**src/rtl/uvs_pkg.sv**
```systemverilog
package uvs_pkg;

    // register indexes of the configuration port
    localparam int CFG_IDX_W = 2;
    localparam logic [CFG_IDX_W-1:0] CFG_RADIUS  = 2'd0;
    localparam logic [CFG_IDX_W-1:0] CFG_SECTORS = 2'd1;
    localparam logic [CFG_IDX_W-1:0] CFG_STACKS  = 2'd2;

    localparam int RADIUS_W = 16;
    localparam int COUNT_W  = 11;
    localparam int POS_W    = 17;
    localparam int NORM_W   = 16;
    localparam int TEX_W    = 17;
    localparam int TEX_FRAC = 16;

    localparam logic [RADIUS_W-1:0] RADIUS_RST  = 16'd256;
    localparam logic [COUNT_W-1:0]  SECTORS_RST = 11'd16;
    localparam logic [COUNT_W-1:0]  STACKS_RST  = 11'd8;

    // q30 sine fraction and polynomial coefficients
    localparam int XW = 31;
    localparam logic [XW-1:0] ONE_Q30 = 31'd1073741824;
    localparam logic [XW-1:0] K9 = 31'd172272;
    localparam logic [XW-1:0] HORNER_K [4] = '{31'd5026996, 31'd85569306,
                                               31'd693598669, 31'd1686629713};
    localparam logic [16:0] SINE_CAP = 17'd16384;

    // product shifted right by 14, rounded half away from zero
    function automatic logic signed [19:0] rnd14(input logic signed [33:0] p);
        logic [33:0] m;
        logic [19:0] q;
        m = p[33] ? 34'(-p) : 34'(p);
        m = m + 34'd8192;
        q = 20'(m >> 14);
        return p[33] ? -$signed(q) : $signed(q);
    endfunction

endpackage

```
**src/rtl/uvs_poly_cell.sv**
```systemverilog
// one horner step of the sine polynomial: t = k - (x2 * t) >> 30
module uvs_poly_cell (
    input  logic                   clk,
    input  logic                   en,
    input  logic [uvs_pkg::XW-1:0] coef,
    input  logic [uvs_pkg::XW-1:0] x_in,
    input  logic [uvs_pkg::XW-1:0] x2_in,
    input  logic [uvs_pkg::XW-1:0] t_in,
    input  logic                   neg_in,
    output logic [uvs_pkg::XW-1:0] x_out,
    output logic [uvs_pkg::XW-1:0] x2_out,
    output logic [uvs_pkg::XW-1:0] t_out,
    output logic                   neg_out
);
    logic [2*uvs_pkg::XW-1:0] prod;
    logic [uvs_pkg::XW-1:0]   t_next;
    logic [uvs_pkg::XW-1:0]   x_reg;
    logic [uvs_pkg::XW-1:0]   x2_reg;
    logic [uvs_pkg::XW-1:0]   t_reg;
    logic                     neg_reg;

    always_comb
    begin
        prod   = (2*uvs_pkg::XW)'(x2_in) * (2*uvs_pkg::XW)'(t_in);
        t_next = coef - prod[60:30];
    end

    always_ff @(posedge clk)
    begin
        if (en)
        begin
            x_reg   <= x_in;
            x2_reg  <= x2_in;
            t_reg   <= t_next;
            neg_reg <= neg_in;
        end
    end

    assign x_out   = x_reg;
    assign x2_out  = x2_reg;
    assign t_out   = t_reg;
    assign neg_out = neg_reg;
endmodule

```
**config.mk**
```make
export PLATFORM = sky130hd
export DESIGN_NAME = uvs_poly_cell
export DESIGN_NICKNAME = d
export VERILOG_FILES = /design/src/rtl/uvs_pkg.sv /design/src/rtl/uvs_poly_cell.sv
export SDC_FILE = /design/constraint.sdc
export NUM_CORES = 2
export LEC_CHECK = 0
export ABC_AREA = 0
export CAP_MARGIN = 20
export CORE_ASPECT_RATIO = 0.7
export CORE_MARGIN = 8
export CORE_UTILIZATION = 23
export CTS_CLUSTER_DIAMETER = 30
export CTS_CLUSTER_SIZE = 10
export DETAILED_ROUTE_END_ITERATION = 8
export DONT_BUFFER_PORTS = 1
export HOLD_SLACK_MARGIN = 0.12
export PLACE_DENSITY = 0.39
export SYNTH_ARGS = -nofsm -noshare
export SYNTH_HDL_FRONTEND = slang
export SYNTH_SLANG_ARGS = --single-unit
```
**constraint.sdc**
```tcl
create_clock -name clk -period 9.1 [get_ports clk]
set_input_delay 0.455 -clock clk [delete_from_list [all_inputs] [get_ports clk]]
set_output_delay 0.455 -clock clk [all_outputs]
set_load 0.05 [all_outputs]
```
==> flow_metrics.py <==
metrics = {
    "status": {
        "status": "finished clean",
    },
    "final_layout": {
        "drive_above_1_share_pct": 7.07,
        "area_growth_from_synthesis_to_layout_pct": 12.3,
        "post-route-cell-area_um2": 38700,
        "nNetsFinal": 4896,
    },
    "yosys": {
        "synth.yosys.seq_area_share_pct": 8.20,
        "number_of_distinct_library_cells_after_synthesis": 61,
        "synth_common_cells": "sky130_fd_sc_hd__fa_1, sky130_fd_sc_hd__inv_1, sky130_fd_sc_hd__nand2_1",
        "postSynthRegisterBits": 94,
        "synth_largest_type_area_fraction_pct": 48.6,
        "edff_count_synth": 94,
        "postSynth.topFlopCell": "sky130_fd_sc_hd__edfxtp_1",
        "synth_fp_nets": 4864,
        "syn_area_um2": 34400,
        "avgSynthCellArea_um2": 9.50,
        "synth_largest_area_cell": "sky130_fd_sc_hd__fa_1",
        "postSynthCellCount": 3625,
        "synthArstFlopShare_pct": 0,
        "synthTopCellsByArea": "sky130_fd_sc_hd__fa_1, sky130_fd_sc_hd__ha_1, sky130_fd_sc_hd__inv_1, sky130_fd_sc_hd__and2_1, sky130_fd_sc_hd__edfxtp_1",
        "yosysWarnings": 0,
        "synthMostInstantiatedCell": "sky130_fd_sc_hd__fa_1",
    },
    "clock_network": {
        "cts_inserted_buffers": 9,
        "cts.htree.levels": 3,
        "clk_transition_reported_paths_ns": 0.08,
        "cts_num_sinks": 94,
        "cts_max_path_buffers": 2,
        "clock-root-buffer": "sky130_fd_sc_hd__clkbuf_16",
        "cts_tree": "built",
    },
    "timing": {
        "timing.final.hold_violations": 0,
        "timing.setup.tns_ns": 0,
        "maxSlewViolCount": 0,
        "timing.final.crit_period_ns": 8.98,
        "final.setup.worst_slack_ns": 0.124,
        "grt_setup_unrepaired": "yes",
        "fmaxAchievable_ghz": 0.111,
        "worst_hold_slack_ns": 0.210,
        "slew_headroom_pct": 43.9,
        "setup_violations": 0,
        "actual_transition_at_the_worst_max_transition_pin_ns": 0.839,
        "timing.final.crit_share_pct": 98.6,
    },
    "floorplan": {
        "die-width_um": 478,
        "ioPinCount": 221,
        "number_of_placement_rows": 118,
        "die-area_um2": 163000,
        "floorplan.initialDensity_pct": 23.2,
        "die_height_um": 340,
        "core-area_um2": 148000,
    },
    "place": {
        "placement.io_buffers": 0,
        "post_placement_setup_slack_ns": -0.775,
        "post-dp-hpwl_um": 93700,
        "detailed_place.area_um2": 37300,
        "finalWeightedCongestion": 0.803,
    },
    "worst_setup_path": {
        "setup.worst_path.end": "t_out[29]",
        "path_class": "input pin to flop",
        "cp.arrival_ns": 9.16,
        "cpMaxStageDelayCell": "sky130_fd_sc_hd__fa_1",
        "cpMostUsedCell": "sky130_fd_sc_hd__fa_1",
        "worstSetupEndpointType": "flop",
        "cpPeakStageDelay_ns": 0.56,
        "critical_path.startpoint": "t_in[12]",
        "critical_path_peak_fanout": 32,
        "startpoint_type": "input pin",
        "worst-endpoint-required_ns": 9.29,
    },
    "route": {
        "drt-met1-wl_um": 67100,
        "route.detailed.wl_per_inst_um": 22.0,
        "drt.antenna.violating_nets": 0,
        "drt-initial-drc-count": 1936,
        "highest-signal-layer": "met5",
        "post_drt_via_cell_ratio": 4.31,
        "detailroute.via_count": 24400,
        "drt_drc_violations_left": 0,
        "met3RoutedLength_um": 9240,
        "wirelength_um": 124000,
        "drt_pre_antenna_iters": 5,
        "dr_wl_met2_um": 46700,
    },
    "job": {
        "number_of_max_cap_violations": 0,
    },
    "hold_path": {
        "hold_removal_path_class": "input pin to flop",
    },
    "global_routing": {
        "grt_remaining_overflow": 0,
        "pin_count_of_the_biggest_net_entering_global_routing": 72,
        "wire_length_of_the_first_global_routing_pass_um": 183000,
        "grt_antenna_before_repair": 13,
        "via_count_of_the_first_global_routing_pass": 26000,
        "grt_util_all_layers_pct": 15.2,
    },
}
==> per-layer routing <==
| metal | vias up | global-route usage [%] |
|---|---|---|
| met2 | 761 | 20.2 |
| li1 | 10800 | - |
| met1 | 12700 | 25.0 |
| met5 | - | 0 |
| met3 | 53 | 3.12 |
| met4 | 2 | 2.22 |
==> cell type report <==
type / count / area, µm²
sequential: 94 / 2820
multi-input combinational: 2564 / 28300
timing repair buffer: 217 / 1810
clock buffer: 9 / 225
clock inverter: 7 / 75.1
antenna: 11 / 27.5
fill: 16000 / 110000
inverter: 771 / 2890
tap: 1980 / 2480
==> cells in the final DEF, fill, tap and decap left out, drive strengths merged, types with 6 or more instances in the layout <==
cell type and count:
a211o 7, a211oi 10, a21o 33, a21oi 81, a31oi 10, and2 455, and3 10, buf 153
clkbuf 9, diode 11, dlygate4sd3 64, edfxtp 94, fa 836, ha 276, inv 774, nand2 561
nand3 11, nand4 15, nor2 44, nor2b 6, nor3 9, o211ai 9, o21a 8, o21ai 51
o21bai 10, xnor2 39, xor2 25
==> state kept, by name (all words and copies together), names as in the netlist <==
signal,flops
neg_out,1
t_out,31
x2_out,31
x_out,31
==> metrics by stage <==
step / util (%) / instances
after floorplan: - / 3625
after global placement: 25.2 / 5558
after detailed placement: 25.2 / 5558
after CTS: 25.8 / 5639
after global routing: 26.1 / 5642
final: 26.1 / 5653
==> timing repair <==
item / CTS / global route
hold endpoints to repair: 81 / 0
setup buffers: 0 / 3
resized for setup: 5 / 85
setup endpoints to repair: 8 / 16
hold buffers: 65 / 0
pin swaps: 1 / 100
==> worst max-delay path, delay by kind of cell <==
| kind | cells | cell delay, ns |
|---|---|---|
| simple gates | 3 | 0.55 |
| compound gates | 13 | 2.86 |
| fa+ha+maj | 10 | 4.68 |
| xor+xnor | 2 | 0.29 |
| buf+inv | 3 | 0.25 |
==> kinds of logic (layout without fill, tap and decap cells) <==
family / Yosys count / in the layout / synth area share, %
other: 0 / 11 / 0
flip-flops: 94 / 94 / 8.20
AND/OR/NAND/NOR: 1129 / 1129 / 16.1
adder cells (fa/ha/maj): 1112 / 1112 / 58.6
XOR/XNOR: 64 / 64 / 1.63
AO/OA/AOI/OAI: 259 / 259 / 4.91
buffers and inverters: 967 / 1004 / 10.5
==> worst min path at each step <==
stage | startpoint | end | slack (ns) | depth (start not counted)
global placement | x_in[12] | x_out[12] | 0.55 | 0
global route | en | x2_out[28] | 0.15 | 0
finish | en | x2_out[28] | 0.21 | 0
detailed placement | x_in[13] | x_out[13] | 0.55 | 0
CTS | en | x_out[12] | 0.12 | 0
floorplan | neg_in | neg_out | 0.55 | 0
Power is left out: the tool's default activity adds up to more than one toggle a clock period on the data nets, which glitch-free logic cannot reach.
