### config.mk
export PLATFORM = sky130hd
export DESIGN_NAME = uvs_div_cell
export DESIGN_NICKNAME = d
export VERILOG_FILES = /design/src/rtl/uvs_pkg.sv /design/src/rtl/uvs_div_cell.sv
export SDC_FILE = /design/constraint.sdc
export NUM_CORES = 1
export LEC_CHECK = 0
export BUFFER_PORTS_ARGS = -buffer_cell sky130_fd_sc_hd__buf_4
export CAP_MARGIN = 10
export CORE_UTILIZATION = 48
export DETAILED_ROUTE_END_ITERATION = 6
export GPL_ROUTABILITY_DRIVEN = 0
export HOLD_SLACK_MARGIN = 0.02
export PLACE_DENSITY = 0.95
export SLEW_MARGIN = 20
export SYNTH_ARGS = -nofsm -noshare
export SYNTH_HDL_FRONTEND = slang
export SYNTH_SLANG_ARGS = --single-unit
### constraint.sdc
create_clock -name clk -period 3.2 [get_ports clk]
set_input_delay 0.32 -clock clk [delete_from_list [all_inputs] [get_ports clk]]
set_output_delay 0.32 -clock clk [all_outputs]
set_load 0.01 [all_outputs]
### src/rtl/uvs_pkg.sv
package uvs_pkg;

    // register indexes of the configuration port
    localparam int CFG_IDX_W = 2;
    localparam logic [CFG_IDX_W-1:0] CFG_RADIUS  = 2'd0;
    localparam logic [CFG_IDX_W-1:0] CFG_SECTORS = 2'd1;
    localparam logic [CFG_IDX_W-1:0] CFG_STACKS  = 2'd2;

    localparam int RADIUS_W = 16;
    localparam int COUNT_W  = 11;
    localparam int POS_W    = 17;
    localparam int NORM_W   = 16;
    localparam int TEX_W    = 17;
    localparam int TEX_FRAC = 16;

    localparam logic [RADIUS_W-1:0] RADIUS_RST  = 16'd256;
    localparam logic [COUNT_W-1:0]  SECTORS_RST = 11'd16;
    localparam logic [COUNT_W-1:0]  STACKS_RST  = 11'd8;

    // q30 sine fraction and polynomial coefficients
    localparam int XW = 31;
    localparam logic [XW-1:0] ONE_Q30 = 31'd1073741824;
    localparam logic [XW-1:0] K9 = 31'd172272;
    localparam logic [XW-1:0] HORNER_K [4] = '{31'd5026996, 31'd85569306,
                                               31'd693598669, 31'd1686629713};
    localparam logic [16:0] SINE_CAP = 17'd16384;

    // product shifted right by 14, rounded half away from zero
    function automatic logic signed [19:0] rnd14(input logic signed [33:0] p);
        logic [33:0] m;
        logic [19:0] q;
        m = p[33] ? 34'(-p) : 34'(p);
        m = m + 34'd8192;
        q = 20'(m >> 14);
        return p[33] ? -$signed(q) : $signed(q);
    endfunction

endpackage

### src/rtl/uvs_div_cell.sv
// one restoring division step: one quotient bit per cell
module uvs_div_cell #(
    parameter int DW = 28
) (
    input  logic                        clk,
    input  logic                        en,
    input  logic [uvs_pkg::COUNT_W-1:0] divisor,
    input  logic [uvs_pkg::COUNT_W-1:0] rem_in,
    input  logic [DW-1:0]               dvd_in,
    input  logic [DW-1:0]               quot_in,
    output logic [uvs_pkg::COUNT_W-1:0] rem_out,
    output logic [DW-1:0]               dvd_out,
    output logic [DW-1:0]               quot_out
);
    logic [uvs_pkg::COUNT_W:0]   trial;
    logic                        ge;
    logic [uvs_pkg::COUNT_W-1:0] rem_next;
    logic [uvs_pkg::COUNT_W-1:0] rem_reg;
    logic [DW-1:0]               dvd_reg;
    logic [DW-1:0]               quot_reg;

    always_comb
    begin
        trial    = {rem_in, dvd_in[DW-1]};
        ge       = trial >= {1'b0, divisor};
        rem_next = ge ? uvs_pkg::COUNT_W'(trial - {1'b0, divisor})
                      : trial[uvs_pkg::COUNT_W-1:0];
    end

    always_ff @(posedge clk)
    begin
        if (en)
        begin
            rem_reg  <= rem_next;
            dvd_reg  <= {dvd_in[DW-2:0], 1'b0};
            quot_reg <= {quot_in[DW-2:0], ge};
        end
    end

    assign rem_out  = rem_reg;
    assign dvd_out  = dvd_reg;
    assign quot_out = quot_reg;
endmodule

==> metrics list, run 1 <==
* CP arrival: 2.42 ns
- Worst Path Buf+Inv: 2
- In the global route stage, overall resource usage came out at 0.247.
- Initial core utilization: 0.499
* Part of the cycle the worst path needs: 0.748
- Cell leakage power: 1.80 nW
- The number of clock buffers added by TritonCTS is 9.
* Die X: 77.7 um
* Remaining number of nets flagged by the antenna check after routing: 0
- The worst setup path is launched from an input port.
* Standard-cell rows: 27
- Sequential power share: 0.506
- Number of enable-type register cells in the synthesized netlist: 66
* Global-route wire length before repair: 10800 um
- Slowest cell on the critical path: sky130_fd_sc_hd__o2bb2ai_2
- Post-layout min period: 2.39 ns
* Routed Wire Length: 7230 um
- Setup violations remaining at the end of the flow were counted as 0.
* Transition at the pin with the smallest max-transition slack: 1.01 ns
- Clock Tree Buf Depth: 2
- Total overflow reported by the global router: 0
- The synthesized design contains 66 register bits.
- Hold is met by 0.163 ns.
- Relative to the synthesized area, the layout overhead comes to 47.9%.
- Start point of the critical path: dvd_in[27]
* Layout Cell Area excl Fill: 4060 um2
- Post-synthesis cell type count: 37
* Number of instances in the synthesized netlist: 178
- Internal power comes to 1.61 mW.
- The max-slew violation count is 0.
- For this design the total switching power over the nets is 0.514 mW.
- The floorplan step defined a die boundary enclosing 6030 um2.
- Total of warnings raised by yosys: 0
* Final layout net count: 422
- Kind of critical path: in2reg
- The worst setup path is captured at a register.
* Clock Power Share: 0.297
* Critical Path Fanout Max: 21
* Vias after detailed routing: 2049
- For this run, the leading register cell type out of synthesis is sky130_fd_sc_hd__edfxtp_1.
- After detailed routing, the number of remaining DRC violations is 0.
* Most common library cell in the layout ignoring fill and taps: sky130_fd_sc_hd__buf_4
- Switching part of the total power: 0.242
* Final hold violation count: 0
- Clock tree from TritonCTS: yes
* Fmax: 0.418 GHz
- The share of the Yosys chip area taken by registers is 0.721.
- Initial detailed-routing violation count: 161
* Unrepaired setup endpoints after global routing: no
- Final core area utilization: 0.738
- The worst pin sits at a relative slew slack of 0.322.
- From bottom edge to top edge, the die measures 77.7 um.
- Clk pin slew, worst setup/hold paths: 0.07 ns
* Top library cells by usage in the layout, fill and taps aside: sky130_fd_sc_hd__buf_4 (144), sky130_fd_sc_hd__edfxtp_1 (66), sky130_fd_sc_hd__nand2_1 (19)
- Max-cap viol count: 0
* Combinational share of power: 0.198
- Port-buffer cells: 144
* Placeable core region: 5510 um2
* Cell Area, Placed: 3890 um2
- Share of synthesized flip-flops with an asynchronous set or reset: 0
- Number of global-route vias before repair: 1991
- Power spread over the standard cell area amounts to 523 nW/um2.
- In this run, post-CTS hold repair placed 0 buffers.
- After clock tree synthesis, the setup repair step added 0 buffers.
* Layout cell share with drive strength beyond 1: 0.500
- I/O pin total: 147
- CTS built an H-tree with a depth of 3.
- Dividing the detail-routed wire length by the instance count gives 17.8 um.
- The pre-antenna-repair detailed-routing pass consisted of 4 iterations.
* Run status: finished clean
- Resized Gates After CTS: 0
- The kind of cell with the highest combined delay along the critical path is compound AO/OA/AOI/OAI gates.
* Hold_sp: dvd_in[17]
* Largest net degree at the start of global routing: 67
- Buffer type at the clock tree root: sky130_fd_sc_hd__clkbuf_8
- The number of antenna violations at the first check in global routing came to 0.
- Summed over all failing endpoints, the final setup total negative slack is 0 ns.
* Cell Area, Synth: 2750 um2
- Worst vdd rail ir drop: 358 uV
- Number of clock sinks seen by CTS: 66
- The wire-length estimate of the detail-placed layout is 5460 um.
- Crit path largest cell delay: 0.83 ns
- DR vias/cell: 5.05
* Syn nets: 270
- Avg Synthesized Cell Area: 15.4 um2
- The critical path goes through buf_4 > inv_1 > ha_1 > fa_1 > and2b_1 > o21ai_2 > a311oi_2 > o2bb2ai_2 > o31ai_1.
* Antenna Cells: 0
* Min-delay worst type: in2reg
- At the worst endpoint, the required time is 3.23 ns.
==> final timing paths <==
check	cells after the start	slack [ns]	end
setup / recovery	9	0.81	rem_out[4]
hold / removal	1	0.16	dvd_out[18]
==> power by group through the flow <==
stage          Combinational, mW  Sequential, mW  Clock [mW]
6_report                   0.419            1.07       0.630
5_1_grt                    0.451            1.08       0.669
4_1_cts                    0.421            1.07       0.638
3_5_place_dp               0.419            1.09           0
3_3_place_gp               0.403            1.08           0
2_1_floorplan              0.142            1.13           0
==> flip-flops by register name, summed over array words and instances (netlist names) <==
signal	count
quot_out	28
dvd_out	27
rem_out	11
==> Yosys cell counts (all sizes together) (2+ instances only) <==
cell	number	area (um2)
xor2	4	35.0
o211ai	2	15.0
nor2b	2	12.5
xnor2	2	17.5
nand2b	3	18.8
nand2	19	71.3
and3	2	12.5
a21oi	7	38.8
ha	11	138
nor2	5	18.8
inv	16	60.1
buf	3	30.0
a21o	2	15.0
o21ai	13	95.1
o31ai	2	15.0
nand4	3	18.8
edfxtp	66	1980
==> logic make-up (layout without fill, tap and decap cells) <==
logic type	Yosys count	in the layout	synth area share
buffers and inverters	19	175	0.0328
AND/OR/NAND/NOR	39	39	0.0683
other	1	1	0.00136
XOR/XNOR	6	6	0.0191
adder cells (fa/ha/maj)	12	12	0.0574
flip-flops	66	66	0.721
AO/OA/AOI/OAI	35	35	0.0997
==> cell type report <==
class | count | area [um2]
flip-flops and latches | 66 | 1980
clock inverters | 5 | 46.3
multi-input cells | 93 | 676
inverters | 16 | 60.1
clock buffers | 10 | 128
well taps | 72 | 90.1
fillers | 340 | 1440
repair buffers | 144 | 1080
==> metal layers <==
| layer | up-vias | global-route usage | part of all wire |
|---|---|---|---|
| met3 | 13 | 0.0788 | 0.067 |
| met5 | - | 0 | 0 |
| met1 | 969 | 0.265 | 0.36 |
| met2 | 97 | 0.451 | 0.56 |
| li1 | 970 | - | - |
| met4 | 0 | 0.0906 | 0.015 |
==> through the flow <==
stage	setup slack, ns	total power [mW]	cells
after floorplan	1.03	1.27	178
after global placement	0.549	1.49	391
after detailed placement	0.523	1.51	391
after CTS	0.866	2.13	406
after global routing	0.701	2.20	406
final	0.805	2.12	406
Power figures use the tool's default switching activity.
==> run 2: changes to the inputs <==
CORE_UTILIZATION = 45   (was 48)
PLACE_DENSITY = 0.91   (was 0.95)
clock period = 2.41 ns   (was 3.2 ns; I/O delays follow)
==> run 2 against run 1 <==
  * Via count shrank 0.15%
  * Clock-buffer cell count did not move
  * Die area increased by 6.5%
  * Worst setup slack got worse by 0.46 ns
  * Clock power rose by 52%
  * Global-route usage down 3.4 points
  * Critical path type unchanged
  * Combinational power rose by 34%
  * Cell count rose by 1.2%
  * Sequential cell count stayed put
  * Sequential share of layout area shrank 0.70 points
  * First-iteration DRC count shrank 40%
  * Largest cell class unchanged
  * Core utilization shrank 4.2 points
==> metrics list, run 2 (same netlist as run 1, synthesis figures left out) <==
- Non-filler cells in the finished layout: 411 (+1.2%)
- Layout cell share with drive strength beyond 1: 0.509 (+0.00893)
- The fill cell instance count of the final layout came to 385 (+13%).
- Placed instance count: 395 (+1.0%)
- The final design instance area without fill came to 4120 um2 (+1.4%).
* Crit path launch type: input port
- Slowest cell on the critical path: sky130_fd_sc_hd__fa_1
- Part of the cycle the worst path needs: 0.856
- The arrival time of the worst setup path came to 2.21 ns (-0.21 ns).
- The post-cts sizing count came to 0 (unchanged).
- Maximum level of the CTS H-tree: 3 (unchanged)
* Number of setup violations in the final report: 0 (unchanged)
- The final count of hold timing violations was 0 (unchanged).
* Total Routing Usage GR: 0.213 (-0.0336)
- The number of hold buffers added after CTS is 0 (unchanged).
- Routed metal-1 wire length: 2310 um (-11%)
- Final core area utilization: 0.696 (-0.0417)
- Number of clock sinks seen by CTS: 66 (unchanged)
- The post-detailed-placement half-perimeter wirelength came to 5320 um (-2.5%).
- The count of buffer and inverter cells on the critical path came to 2 (unchanged).
- Y dimension of the die: 80.1 um (+3.2%)
* Post-CTS repair timing setup buffer count: 0 (unchanged)
- Number of detailed-route iterations in the first pass: 4 (unchanged)
- Largest net degree at the start of global routing: 67 (unchanged)
- Top layer reached by signal wires: met4
- The required time at the endpoint of the critical path is 2.56 ns (-0.67 ns).
- Placement-stage worst setup slack: 0.0197 ns (-0.503 ns)
- The number of antenna-violating nets in the routed design came to 0 (unchanged).
- Routed Wire Length: 6790 um (-6.1%)
- Vias after detailed routing: 2046 (-0.15%)
- Total Power Consumption: 2.95 mW (+39%)
* Fmax: 0.485 GHz
- Run status: finished clean
- The sum of overflow across all layers after global routing was 0 (unchanged).
* Clock Tree Buf Depth: 2 (unchanged)
- Kind of critical path: in2reg
- The transition time of the tightest slew-check pin is 0.816 ns (-0.196 ns).
- Post-layout min period: 2.06 ns
- The number of flip-flops in the largest register is 28 (unchanged).
- Walking the worst path, the cells encountered are buf_4 > ha_1 > fa_1 > and2b_1 > o21ai_2 > a311oi_2 > o2bb2ai_2 > buf_12 > o31ai_1.
- Area Growth Syn to Fin: 50.0%
- The largest driver fanout on the critical path was 21 (unchanged).
* Clock buffers created by TritonCTS: 9 (unchanged)
* Initial antenna violation count: 0 (unchanged)
- Die outline area: 6420 um2 (+6.5%)
- The maximum VDD drop is 494 uV (+38%).
- The top cell types in the final layout, fill and taps aside, are sky130_fd_sc_hd__buf_4 (144), sky130_fd_sc_hd__edfxtp_1 (66), sky130_fd_sc_hd__nand2_1 (19).
* Routed length on met2: 3770 um (-6.1%)
- The number of buffers added on ports was 144 (unchanged).
- Largest delay contributor family on the critical path: compound AO/OA/AOI/OAI gates
* Clk pin slew, worst setup/hold paths: 0.07 ns (about the same)
* Slew Viols, Final: 0 (unchanged)
- DR vias/cell: 4.98 (-1.4%)
- The horizontal extent of the die was 80.1 um (+3.2%).
* Unrepaired setup endpoints after global routing: no
* Cell leakage power: 1.82 nW (+1.3%)
- The library cell used most frequently in the layout, excluding fill and tap cells, is sky130_fd_sc_hd__buf_4.
- Worst Setup End Kind: register
- The violation count after the first detailed-route iteration came to 96 (-40%).
* Global-route wire length before repair: 9900 um (-8.1%)
- Cell Area, Placed: 3910 um2 (+0.61%)
- Crit path largest cell delay: 0.40 ns (-0.43 ns)
* Final worst slack: 0.346 ns (-0.459 ns)
- The number of remaining DRC errors is 0 (unchanged).
- The initial core utilization came to 0.464 (-0.0349).
* Number of global-route vias before repair: 1995 (+0.20%)
- The number of max-capacitance violations reported is 0 (unchanged).
* Final routed wire length divided by cell count: 16.5 um (-7.2%)
- The total number of nets in the final design was 423 (+0.24%).
- Clock tree from TritonCTS: yes
- Antenna Cells: 0 (unchanged)
- The total met3 wirelength after detailed routing came to 559 um (+15%).
* Worst slew margin relative to its limit: 0.456 (+0.135)
- The setup TNS was 0 ns (unchanged).
- The final-layout worst hold slack is 0.0918 ns (-0.0712 ns).
* Power density over cell area: 715 nW/um2 (+37%)
- The number of I/O pins came to 147 (unchanged).
* Buffer type at the clock tree root: sky130_fd_sc_hd__clkbuf_8
* Standard-cell rows: 28 (+3.7%)
- Placeable core region: 5920 um2 (+7.5%)
- In this run the worst hold path is classified as in2reg.
[run 2: changes by cell type in the layout (fill, tap and decap cells not counted)]
cell                         delta
sky130_fd_sc_hd__buf_12         +1
sky130_fd_sc_hd__clkinv_1       -2
sky130_fd_sc_hd__bufinv_16      +1
sky130_fd_sc_hd__clkinv_2       +1
sky130_fd_sc_hd__clkinvlp_4     +1
[run 2: layout make-up]
class	count	area, um2	area share
clock buffers	10	128	0.0310
clock inverters	6	81.3	0.0197
inverters	16	60.1	0.0146
multi-input cells	93	676	0.164
flip-flops and latches	66	1980	0.481
well taps	75	93.8	0.0228
repair buffers	145	1100	0.267
[run 2: path summary, 6_finish.rpt]
| kind | from | end | slack, ns | cells after the start |
|---|---|---|---|---|
| setup / recovery | divisor[0] | rem_out[4] | 0.35 | 9 |
| hold / removal | quot_in[25] | quot_out[26] | 0.09 | 1 |
[run 2: routing by layer]
layer / up-vias / global-route usage
met2: 90 / 0.407
met5: - / 0
met3: 14 / 0.0682
met4: 0 / 0.104
li1: 971 / -
met1: 971 / 0.203
[run 2: power breakdown]
group	leakage [nW]	internal [mW]	switching, mW
clock	0.104	0.575	0.385
sequential	0.646	1.39	0.0329
combinational	1.07	0.294	0.269
total	1.82	2.26	0.686
==> run 3: changes to the inputs <==
ABC_AREA = 1   (was default)
CORE_UTILIZATION = 46   (was 45)
==> run 3 against run 2 <==
  * Worst setup slack gained 0.29 ns
  * Die area is 5.1% higher
  * Cell area grew 3.4%
  * Synthesized cell count is 31% higher
  * Worst hold slack got worse by 0.0032 ns
  * First-iteration DRC count is 41% higher
  * Via count up 9.3%
  * Non-clock buffer count fell by 1
==> metrics list, run 3 <==
* Post-synthesis cell type count: 29 (-22%)
- Hold Slack: 0.0886 ns (-0.00315 ns)
- The average cell area after synthesis came to 12.7 um2 (-18%).
- The fill cell instance count of the final layout is 441 (+15%).
- The post-synthesis compound-gate area fraction came to 0.0203 (-0.0794).
- Y dimension of the die: 82.2 um (+2.5%)
- Clk pin slew, worst setup/hold paths: 0.07 ns (about the same)
* Cell leakage power: 2.00 nW (+9.9%)
- The number of antenna-violating nets in the routed design came to 0 (unchanged).
- The post-cts sizing count came to 0 (unchanged).
- Number of clock sinks seen by CTS: 66 (unchanged)
* Worst slew margin relative to its limit: 0.453 (-0.00293)
- The final design instance area without fill came to 4260 um2 (+3.4%).
- The sum of overflow across all layers after global routing came to 0 (unchanged).
* Critical path data required time: 2.48 ns (-0.08 ns)
* Clock buffers created by TritonCTS: 9 (unchanged)
* I/O pin total: 147 (unchanged)
- Compared with the post-synthesis result, the final layout area differs by 44.2%.
- Max reg flops: 28 (unchanged)
- Cell with the most instances after synthesis: sky130_fd_sc_hd__edfxtp_1
- Global-route wire length before repair: 10800 um (+8.6%)
- Post-layout min period: 1.78 ns (-0.286 ns)
- Worst Setup End Kind: register
- The share of the clock period used by the worst path came to 0.738 (-0.119).
* Max-cap viol count: 0 (unchanged)
* Most used cell, CP: sky130_fd_sc_hd__inv_1
- The total routing usage reported by global routing was 0.220 (+0.00621).
- Synthesized-area fraction occupied by and/or/nand/nor cells: 0.188 (+0.119)
- Sum of negative setup slack: 0 ns (unchanged)
- Initial core utilization: 0.488 (+0.0235)
- The adder and majority gate portion of the synthesized area came to 0.0533 (-0.00403).
* DR vias/cell: 4.81 (-3.4%)
* Syn nets: 325 (+20%)
- The number of flip-flops and latches in the synthesized netlist was 66 (unchanged).
- The post-CTS setup buffer count came to 0 (unchanged).
- DRC errors left: 0 (unchanged)
- The post-synthesis sequential area ratio was 0.671 (-0.0507).
* Slew Viols, Final: 0 (unchanged)
- Kind of critical path: in2reg
- The maximum VDD drop was 391 uV (-21%).
- Main combinational cell family by area after synthesis: simple AND/OR/NAND/NOR gates
- Min-delay worst type: in2reg
* Crit path launch type: input port
- The count of vias placed by the detailed router was 2237 (+9.3%).
- The post-placement cell area is 4100 um2 (+4.7%).
- The area of the mapped netlist is 2960 um2 (+7.6%).
- The number of hold buffers added after CTS came to 0 (unchanged).
* Largest net degree at the start of global routing: 67 (unchanged)
- Setup repair after global routing left no endpoint under its margin.
* Number of detailed-route iterations in the first pass: 4 (unchanged)
* Top library cells by usage in the layout, fill and taps aside: sky130_fd_sc_hd__buf_4 (144), sky130_fd_sc_hd__edfxtp_1 (66), sky130_fd_sc_hd__nand2_1 (54)
* Slowest cell on the critical path: sky130_fd_sc_hd__nand4_4
* Layout cell share with drive strength beyond 1: 0.467 (-0.0423)
- Cell chain of the critical path: buf_4 > inv_1 > ha_1 > fa_1 > inv_1 > nand3_1 > nand3_2 > nand2_4 > nand4_4 > nand2_1 > o21ai_2
* Most used standard cells in the synthesized netlist: sky130_fd_sc_hd__edfxtp_1 (66), sky130_fd_sc_hd__nand2_1 (54), sky130_fd_sc_hd__inv_1 (36)
- Maximum level of the CTS H-tree: 3 (unchanged)
- The core outline area was 6060 um2 (+2.4%).
* Run status: finished clean
* Standard-cell rows: 28 (unchanged)
* Number of setup violations in the final report: 0 (unchanged)
- CP arrival: 1.84 ns (-0.37 ns)
* Synth area leaders: sky130_fd_sc_hd__edfxtp_1 (67%), sky130_fd_sc_hd__nand2_1 (6.9%), sky130_fd_sc_hd__ha_1 (4.7%)
- Cell taking the most area after synthesis: sky130_fd_sc_hd__edfxtp_1
- Number of enable-type register cells in the synthesized netlist: 66 (unchanged)
* Xor and xnor area share after synthesis: 0.00889 (-0.0102)
- Routed Wire Length: 7450 um (+9.7%)
- The buffer levels on the longest clock path was 2 (unchanged).
- The post-detailed-placement half-perimeter wirelength came to 5790 um (+8.7%).
* Worst Path Buf+Inv: 3 (+1)
- In this design, the largest share of critical-path delay is due to simple AND/OR/NAND/NOR gates.
* Clock tree from TritonCTS: yes
* Final routed wire length divided by cell count: 16.0 um (-3.0%)
- Share of the synthesized area in the top cell type: 0.671 (-0.0507)
- Die X: 82.2 um (+2.5%)
- Synth Flop Type: sky130_fd_sc_hd__edfxtp_1
* Port-buffer cells: 144 (unchanged)
- Number of instances in the synthesized netlist: 233 (+31%)
- The largest driver fanout on the critical path came to 17 (-19%).
- The via count of the first global-routing pass is 2186 (+9.6%).
* Final layout net count: 477 (+13%)
- Transition at the pin with the smallest max-transition slack: 0.820 ns (+0.00440 ns)
* Total of warnings raised by yosys: 0 (unchanged)
- Antenna Cells: 0 (unchanged)
- Most common library cell in the layout ignoring fill and taps: sky130_fd_sc_hd__buf_4
- Final hold violation count: 0 (unchanged)
* Crit path largest cell delay: 0.29 ns (-0.11 ns)
- The multiplexer area fraction after synthesis is 0 (unchanged).
* Initial detailed-routing violation count: 135 (+41%)
- The number of antenna violations at the first check in global routing was 0 (unchanged).
- The tree is rooted in a sky130_fd_sc_hd__clkbuf_8.
- Fmax: 0.563 GHz (+16%)
* Die outline area: 6750 um2 (+5.1%)
- Power density over cell area: 644 nW/um2 (-9.9%)
- Share of synthesized flip-flops with an asynchronous set or reset: 0 (unchanged)
==> run 3: cell count changes in the layout (fill, tap and decap cells not counted), sizes merged, moves of 3 or more <==
| cell | before | now |
|---|---|---|
| nor2 | 5 | 11 |
| nand4 | 3 | 10 |
| nand2 | 19 | 60 |
| inv | 16 | 37 |
| o21ai | 13 | 5 |
| a21oi | 7 | 4 |
| nand2b | 3 | 0 |
| nand3b | 0 | 4 |
| nand3 | 0 | 15 |
==> run 3: final cells by class <==
cell class	instances	area, um2	share of cell area
flip-flops and latches	66	1980	0.465
clock buffers	11	131	0.0308
clock inverters	5	31.3	0.00734
well taps	75	93.8	0.0220
inverters	37	139	0.0326
multi-input cells	127	802	0.188
repair buffers	144	1080	0.254
==> run 3: cell families (layout without fill, tap and decap cells) <==
logic type      count (synthesis)  count (layout)
fa+ha+maj                      12              12
compound gates                  9               9
other cells                     1               1
xor+xnor                        3               3
flops                          66              66
simple gates                  102             102
buf+inv                        40             197
==> run 3: per-layer routing <==
| metal | track usage | vias up | part of all wire |
|---|---|---|---|
| met5 | 0 | - | 0 |
| met4 | 0.0614 | 0 | 0.0034 |
| li1 | - | 1096 | - |
| met1 | 0.246 | 1039 | 0.36 |
| met3 | 0.0681 | 3 | 0.11 |
| met2 | 0.399 | 99 | 0.52 |
==> run 3: power by group <==
group          switching, mW  leakage, nW  internal, mW
clock                  0.394       0.0831         0.370
combinational          0.288         1.27         0.279
sequential            0.0284        0.646          1.39
total                  0.710         2.00          2.04
==> run 3: final timing paths <==
check                 slack [ns]  cells after the start           end   startpoint
worst min-delay path        0.09                      1  quot_out[17]  quot_in[16]
worst max-delay path        0.63                     11    rem_out[4]   dvd_in[27]
==> run 3: through the flow <==
stage	setup WS [ns]	total power, mW	util	std cells
global route	0.497	2.86	0.703	465
floorplan	0.663	1.69	-	233
detailed placement	0.321	2.01	0.676	449
CTS	0.656	2.77	0.703	465
global placement	0.429	1.98	0.676	449
finish	0.633	2.75	0.703	465
